**src/sv/mws_pkg.sv**
```systemverilog
`timescale 1ns / 1ps
// ----------------------------------------------------------------------------
// mws_pkg
// Shared types and constants for the minimum window substring finder.
// ----------------------------------------------------------------------------
package mws_pkg;

	localparam int DEF_MAX_TEXT      = 1024;
	localparam int DEF_MAX_PATTERN   = 256;
	localparam int DEF_ALPHABET_SIZE = 128;

	localparam int OP_W     = 2;
	localparam int SYM_W    = 7;
	localparam int SYM_N    = 1 << SYM_W;
	localparam int STATUS_W = 2;
	localparam int START_W  = 10;
	localparam int LEN_W    = 11;

	localparam logic [OP_W-1:0] OP_PATTERN = 2'd0;
	localparam logic [OP_W-1:0] OP_TEXT    = 2'd1;
	localparam logic [OP_W-1:0] OP_FINISH  = 2'd2;

	localparam logic [STATUS_W-1:0] ST_FOUND    = 2'd0;
	localparam logic [STATUS_W-1:0] ST_NONE     = 2'd1;
	localparam logic [STATUS_W-1:0] ST_OVERFLOW = 2'd2;

	typedef struct packed {
		logic [OP_W-1:0]  opcode;
		logic [SYM_W-1:0] symbol;
	} in_beat_t;

	typedef struct packed {
		logic [STATUS_W-1:0] status;
		logic [START_W-1:0]  window_start;
		logic [LEN_W-1:0]    window_length;
	} out_beat_t;

	// controller -> datapath
	typedef struct packed {
		logic ovf_set;   // dropped beat, flag overflow
		logic pat_rd;    // read count of incoming symbol, latch code
		logic pat_upd;   // count +1, pattern length +1, still needed +1
		logic txt_wr;    // store symbol, right +1, read its count, latch code
		logic txt_upd;   // count -1, still needed -1 if it was positive
		logic shr_best;  // update best window, read text at left
		logic shr_rd;    // read count of left symbol, latch code
		logic shr_upd;   // count +1, still needed +1 if now positive, left +1
		logic fin;       // load result, clear window, counts and flags
	} cmd_t;

	// datapath -> controller
	typedef struct packed {
		logic right_zero;
		logic text_full;
		logic pat_full;
		logic plen_zero;
		logic shrink_go;
		logic out_busy;
	} stat_t;

endpackage

```
**src/sv/mws_ctrl.sv**
```systemverilog
`timescale 1ns / 1ps
// ----------------------------------------------------------------------------
// mws_ctrl
// Controller: sequences pattern loads, text updates, finish beats and the left shrink loop.
// ----------------------------------------------------------------------------
module mws_ctrl (
	input  logic              clk,
	input  logic              arst_n,
	input  logic              in_valid,
	output logic              in_ready,
	input  mws_pkg::in_beat_t in_data,
	input  mws_pkg::stat_t    stat,
	output mws_pkg::cmd_t     cmd
);
	import mws_pkg::*;

	typedef enum logic [2:0] {
		S_IDLE,
		S_PAT_UPD,
		S_TXT_UPD,
		S_SHR_CHK,
		S_SHR_TXT,
		S_SHR_CNT
	} state_t;

	state_t state_q, state_d;
	logic   accept;

	assign in_ready = (state_q == S_IDLE) &&
	                  ((in_data.opcode != OP_FINISH) || !stat.out_busy);
	assign accept   = in_valid & in_ready;

	always_comb begin
		cmd     = '0;
		state_d = state_q;
		unique case (state_q)
			S_IDLE: begin
				if (accept) begin
					unique case (in_data.opcode)
						OP_PATTERN: begin
							if (!stat.right_zero) begin
								cmd = '0;
							end else if (stat.pat_full) begin
								cmd.ovf_set = 1'b1;
							end else begin
								cmd.pat_rd = 1'b1;
								state_d    = S_PAT_UPD;
							end
						end
						OP_TEXT: begin
							if (stat.text_full) begin
								cmd.ovf_set = 1'b1;
							end else begin
								cmd.txt_wr = 1'b1;
								if (!stat.plen_zero) begin
									state_d = S_TXT_UPD;
								end
							end
						end
						OP_FINISH: begin
							cmd.fin = 1'b1;
						end
						default: begin
							cmd = '0;
						end
					endcase
				end
			end
			S_PAT_UPD: begin
				cmd.pat_upd = 1'b1;
				state_d     = S_IDLE;
			end
			S_TXT_UPD: begin
				cmd.txt_upd = 1'b1;
				state_d     = S_SHR_CHK;
			end
			S_SHR_CHK: begin
				if (stat.shrink_go) begin
					cmd.shr_best = 1'b1;
					state_d      = S_SHR_TXT;
				end else begin
					state_d = S_IDLE;
				end
			end
			S_SHR_TXT: begin
				cmd.shr_rd = 1'b1;
				state_d    = S_SHR_CNT;
			end
			S_SHR_CNT: begin
				cmd.shr_upd = 1'b1;
				state_d     = S_SHR_CHK;
			end
			default: begin
				state_d = S_IDLE;
			end
		endcase
	end

	always_ff @(posedge clk or negedge arst_n) begin
		if (!arst_n) begin
			state_q <= S_IDLE;
		end else begin
			state_q <= state_d;
		end
	end

endmodule

```
**config.mk**
```make
export PLATFORM = sky130hd
export DESIGN_NAME = mws_ctrl
export DESIGN_NICKNAME = d
export VERILOG_FILES = /design/src/sv/mws_pkg.sv /design/src/sv/mws_ctrl.sv
export SDC_FILE = /design/constraint.sdc
export NUM_CORES = 1
export LEC_CHECK = 0
export BUFFER_PORTS_ARGS = -buffer_cell sky130_fd_sc_hd__buf_2
export CAP_MARGIN = 25
export CORE_AREA = 2 2 39 41
export DETAILED_ROUTE_END_ITERATION = 10
export DIE_AREA = 0 0 41 43
export HOLD_SLACK_MARGIN = 0.02
export SETUP_SLACK_MARGIN = 0.3
export SLEW_MARGIN = 20
export SYNTH_ARGS = -nofsm -noshare
export SYNTH_HDL_FRONTEND = slang
export SYNTH_SLANG_ARGS = --single-unit
```
**constraint.sdc**
```tcl
create_clock -name clk -period 1.5 [get_ports clk]
set_input_delay 0.15 -clock clk [delete_from_list [all_inputs] [get_ports clk]]
set_output_delay 0.15 -clock clk [all_outputs]
set_load 0.01 [all_outputs]
```
==> results of run 1 <==
power by group through the flow:
stage / Combinational [mW] / Clock (mW) / Sequential [mW]
floorplan: 0.194 / 0 / 0.149
global placement: 0.357 / 0 / 0.124
detailed placement: 0.363 / 0 / 0.127
CTS: 0.462 / 0.144 / 0.125
global route: 0.557 / 0.157 / 0.128
finish: 0.519 / 0.138 / 0.124
what timing repair did:
action,in CTS,in global routing
pin swaps,4,1
hold endpoints to repair,3,0
gates resized for setup,11,4
hold buffers,1,0
setup buffers,5,1
endpoints found under the setup margin,13,13
logic make-up after synthesis:
logic type / count (synthesis)
AND/OR/NAND/NOR: 19
AO/OA/AOI/OAI: 4
flip-flops: 3
critical path: cells and delay by family, from the launching register on:
family | cells | cell delay (ns)
AO/OA/AOI/OAI | 1 | 0.12
buffers and inverters | 1 | 0.11
flip-flops | 1 | 0.37
AND/OR/NAND/NOR | 2 | 0.83
worst max path at each step:
stage | slack (ns) | start | end
finish | -0.31 | state_q[0] | cmd[8]
global route | -0.36 | state_q[0] | cmd[8]
CTS | -0.33 | state_q[0] | cmd[8]
detailed placement | -0.11 | state_q[0] | cmd[8]
global placement | -0.1 | state_q[0] | cmd[8]
floorplan | -0.03 | state_q[2] | state_q[1]
per-layer routing:
metal  part of all wire [%]  GRT usage, %
met1                     38          9.74
met2                     55          17.2
met3                    6.9          4.71
met4                      0          6.00
met5                      0             0
stage by stage:
step	setup WS [ns]	total power, mW	utilization, %
3_5_place_dp	-0.110	0.489	30.5
4_1_cts	-0.332	0.732	39.5
3_3_place_gp	-0.0965	0.481	30.5
5_1_grt	-0.362	0.842	42.0
6_report	-0.309	0.782	42.0
2_1_floorplan	-0.0337	0.343	-
placed cells by master, fill, tap and decap left out, types with 2 or more instances in the layout:
| master | synthesis | final |
|---|---|---|
| and3b_1 | 2 | 2 |
| buf_2 | 0 | 17 |
| buf_4 | 0 | 7 |
| buf_6 | 0 | 5 |
| clkbuf_4 | 0 | 3 |
| dfrtp_1 | 3 | 3 |
| nand2b_1 | 2 | 2 |
| nor3b_4 | 0 | 2 |
| or2_4 | 1 | 2 |
final cells by class:
type                    instances  area share, %
clock buffers                   4           4.52
multi-input cells              23           44.1
flip-flops and latches          3           12.9
well taps                      16           3.44
repair buffers                 30           35.1
==> metrics.txt, run 1 <==
Compound-Gate Fraction of Synth Area=12.8%; setup TNS=-1.23 ns; area leader, netlist=dfrtp_1; CTS sink count=3; Worst Hold Margin=0.115 ns; total gr overflow=0; biggest regs=state_q: 3 flops; antenna violations before repair=0; worst-skew pair later-pin latency=0.23 ns; switching pwr=roughly 290 uW; Ports=28; Least-Margin Pin Slew=0.210 ns; Worst Skew=0.00249 ns; Hold Crit Endpoint=state_q[1]; mapped cell area=245 um2; max FFs per register=3; Gate power share=approximately two thirds; DRC violations left=0; Initial Utilization=approximately 18%; Clk pwr share=about 18%; Total GRT Usage=between 10 and 15%; R2R Setup Slk=-0.03 ns; Slew HR=85.9%; Critical Path End Type=output pin; Port Buffers=20; share of layout cells above drive strength 1=75.0%; Leak Pwr=0.283 nW; Routed Antenna Nets=0; Synth Flop Type=dfrtp_1; top cell type's share of synthesized area=~31%; core area=around 1400 um2; largest family of logic cells by synthesized area=simple AND/OR/NAND/NOR gates; Max Cap Viol=0; reg2reg path depth=5; Slew Viols, Final=0; placed inst area=422 um2; worst hold path depth=2; Multi-input gate area=256 um2; EDFF count, synth=0; Die Footprint=1760 um2; vias in the first global route=about 350; Synth Area in XOR/XNOR=0%; fmax=0.553 GHz; register area=about 75 um2; Placed Cells=65; total number of vias=about 330; Worst Hold Class=in2reg; CP max stage delay=0.55 ns; Final WS setup=-0.309 ns; violated checks=negative setup slack; H-tree Lvls=1; Critical Path RT=1.35 ns; Synth Area in Adders=0%; syn_nets=44; final setup violation count=7; Synth warnings=0; top cells by area, synth=dfrtp_1 (31%), and3b_1 (7.1%), nor3b_1 (6.1%); most common cell in the netlist=dfrtp_1; Critical Path Fanout Max=3; first-pass GRT wire length=1210 um; ANT cells=0; first-pass iteration count of the detailed router=2; Area Overhead vs Synth=137%; design area=between 500 and 600 um2; Detail Placement HPWL=574 um; simple-gate share of the synthesized area=56.6%; layout net count=79; DRT iter0 DRCs=2; final wirelength=roughly 750 um; Biggest register=state_q; Syn Inst Count=26; DR WL/cell=9.86 um; RSZ-0062 raised after global routing=yes; Post-synth ARST share=between 90% and 100%; Worst Setup Start Kind=flop; clock-pin transition on the worst setup and hold timing paths=0.04 ns; Mapped Avg Cell Area=~9.4 um2; RePlAce Congestion=0.649; Tmin final=1.81 ns; Arr. time, crit path=1.66 ns; layout filler cell count=about 140; Slowest cell on crit path=or4b_4; largest net degree at the start of global routing=9; CTS Buf Count=3; final hold violations=0; synthesized flop and latch total=3; Synth cell types=18; Tcrit/Tclk final=121%; register share of total power=15.9%; mux cell area share after synthesis=0%; CTS tree=done; outcome=finished with violations; P per Cell Area=around 1300 nW/um2; critical path cell sequence=or4b_4 -> or2_4 -> a21oi_4 -> buf_6; Chip Height=43 um; sw frac=36.5%; RR Endpoint=state_q[0]; worst r2r src=state_q[0]; root buf cell=clkbuf_4; deepest clock path buffer count=2; VDD IR max=0.000488 V; Vias/cell=4.36; hold path startpoint=stat[2]; Layout Cells excl Fill=76; Crit Path Class=reg2out; # rows=14; Seq/Total Area, Yosys=between 30 and 40%; chip width=41 um; Internal Power=497 uW
Note: power is estimated with default switching activity, not from simulation.
==> inputs of run 2 (changes only) <==
--- a/config.mk
+++ b/config.mk
@@ -8,9 +8,11 @@
 export BUFFER_PORTS_ARGS = -buffer_cell sky130_fd_sc_hd__buf_2
 export CAP_MARGIN = 25
 export CORE_AREA = 2 2 39 41
+export CTS_BUF_LIST = sky130_fd_sc_hd__clkbuf_8
 export DETAILED_ROUTE_END_ITERATION = 10
 export DIE_AREA = 0 0 41 43
 export HOLD_SLACK_MARGIN = 0.02
+export PLACE_DENSITY = 0.47
 export SETUP_SLACK_MARGIN = 0.3
 export SLEW_MARGIN = 20
 export SYNTH_ARGS = -nofsm -noshare
==> run 2 against run 1 <==
Compared with the run above: setup slack better by 0.0079 ns; sequential power up 6%; clock skew up 0.0026 ns; the run still ends with negative setup slack left; critical endpoint unchanged; critical path depth is the same; flip-flop and latch count is the same; non-clock buffer count is the same; total power is 26% higher; largest cell class unchanged; wire length rose by 18%; fmax grew 0.44%; clock power up 67%; global-route usage down 0.42 points.
==> metrics.txt, run 2 (synthesis results as in run 1) <==
CTS sink count=3 (unchanged); worst-skew pair later-pin latency=0.22 ns (was 0.23 ns); VDD IR max=0.000606 V (was 0.000488 V); Die Footprint=1760 um2 (unchanged); Arr. time, crit path=1.65 ns (was 1.66 ns); share of layout cells above drive strength 1=76.7% (was 75.0%); CP max stage delay=0.55 ns (about the same); Area Overhead vs Synth=164% (was 137%); H-tree Lvls=1 (unchanged); vias in the first global route=299 (was 351); Least-Margin Pin Slew=0.248 ns (was 0.210 ns); RSZ-0062 raised after global routing=yes (unchanged); total gr overflow=0 (unchanged); Layout Cells excl Fill=76 (unchanged); Tmin final=1.80 ns (was 1.81 ns); Final WS setup=-0.301 ns (was -0.309 ns); DRT iter0 DRCs=0 (was 2); DRC violations left=0 (unchanged); Critical Path RT=1.35 ns (about the same); final wirelength=884 um (was 749 um); total number of vias=334 (was 331); Slew Viols, Final=0 (unchanged); P per Cell Area=1520 nW/um2 (was 1340 nW/um2); Detail Placement HPWL=570 um (was 574 um); critical path launch point=state_q[2] (was state_q[0]); commonest non-fill, non-tap cell in the layout=buf_2 (unchanged); Placed Cells=66 (was 65); Routed Antenna Nets=0 (unchanged); CTS Buf Count=3 (unchanged); Initial Utilization=17.7% (unchanged); Leak Pwr=0.308 nW (was 0.283 nW); CTS tree=done (unchanged); clock-pin transition on the worst setup and hold timing paths=0.03 ns (was 0.04 ns); root buf cell=clkbuf_8 (was clkbuf_4); deepest clock path buffer count=2 (unchanged); Ports=28 (unchanged); Worst Setup Start Kind=flop (unchanged); worst r2r src=state_q[2] (was state_q[0]); final setup violation count=7 (unchanged); grt met3 use=4.71% (unchanged); Slowest cell on crit path=or4b_4 (unchanged); Slew HR=83.4% (was 85.9%); antenna violations before repair=0 (unchanged); Total GRT Usage=9.95% (was 10.4%); RePlAce Congestion=0.608 (was 0.649); biggest regs=state_q: 3 flops (unchanged); Critical Path Fanout Max=3 (unchanged); Max Cap Viol=0 (unchanged); critical path cell sequence=or4b_4 -> or2_4 -> a21oi_4 -> buf_2 (was or4b_4 -> or2_4 -> a21oi_4 -> buf_6); final hold violations=0 (unchanged); Worst Skew=0.00513 ns (was 0.00249 ns); Critical Path End Type=output pin (unchanged); largest net degree at the start of global routing=9 (unchanged); violated checks=negative setup slack (unchanged); Worst Hold Class=in2reg (unchanged); first-pass GRT wire length=1190 um (was 1210 um); Tcrit/Tclk final=120% (was 121%); met1 global-route usage=13.9% (was 9.74%); Chip Height=43 um (unchanged); max FFs per register=3 (unchanged); Port Buffers=20 (unchanged); DR WL/cell=11.6 um (was 9.86 um); Biggest register=state_q (unchanged); # rows=14 (unchanged); Vias/cell=4.39 (was 4.36); Crit Path Class=reg2out (unchanged); setup TNS=-1.33 ns (was -1.23 ns); hold path startpoint=stat[2] (unchanged); chip width=41 um (unchanged); layout net count=79 (unchanged); first-pass iteration count of the detailed router=1 (was 2); fmax=0.555 GHz (was 0.553 GHz); outcome=finished with violations (unchanged); grt met2 use=13.8% (was 17.2%); leading cell types in the layout, fill and taps excluded=buf_2 (17), buf_6 (9), clkbuf_8 (3), dfrtp_1 (3) (was buf_2 (17), buf_4 (7), buf_6 (5)); global route hottest layer=met1 (was met2); ANT cells=0 (unchanged); core area=1380 um2 (unchanged)
[run 2: layer usage]
layer | up-vias | part of all wire (%)
li1 | 168 | -
met1 | 145 | 39
met2 | 21 | 50
met3 | 0 | 10
met4 | 0 | 0
met5 | - | 0
[run 2: critical path, delay by kind of cell (launching register included)]
family / cells / cell delay (ns)
simple gates: 2 / 0.83
flops: 1 / 0.37
buf+inv: 1 / 0.13
compound gates: 1 / 0.10
[run 2: final timing paths]
kind	end	cells after the start	slack [ns]
max reg2reg	state_q[1]	4	-0.12
min reg2reg	state_q[0]	2	0.71
max in group asynchronous	state_q[1]	2	1.13
min	state_q[1]	2	0.15
max	cmd[8]	4	-0.30
min in group asynchronous	state_q[2]	2	0.26
[run 2: repair_timing]
action | CTS | global route
setup buffers | 4 | 1
endpoints found under the setup margin | 13 | 13
hold endpoints to repair | 3 | 0
pin swaps | 2 | 5
gates resized for setup | 13 | 11
hold buffers | 1 | 0
cloned | 0 | 0
[run 2: layout make-up]
cell class	count	area (um2)
tap	16	20.0
clock buffer	3	41.3
multi-input combinational	23	282
clock inverter	1	3.75
fill	130	736
timing repair buffer	30	226
sequential	3	75.1
[run 2: stage by stage]
stage	instance area, um2	hold slack [ns]	total power [mW]	setup WS, ns	util, %
after floorplan	279	-0.146	0.343	-0.0337	-
after global placement	429	-0.0512	0.496	-0.109	31.0
after detailed placement	429	-0.0532	0.496	-0.107	31.0
after CTS	573	0.126	0.848	-0.295	41.4
after global routing	648	0.145	1.04	-0.387	46.8
final	648	0.152	0.983	-0.301	46.8
[run 2: power by group]
part / total [mW] / switching, mW / internal (mW)
sequential: 0.132 / 0.0209 / 0.111
combinational: 0.621 / 0.274 / 0.347
clock: 0.230 / 0.0559 / 0.174
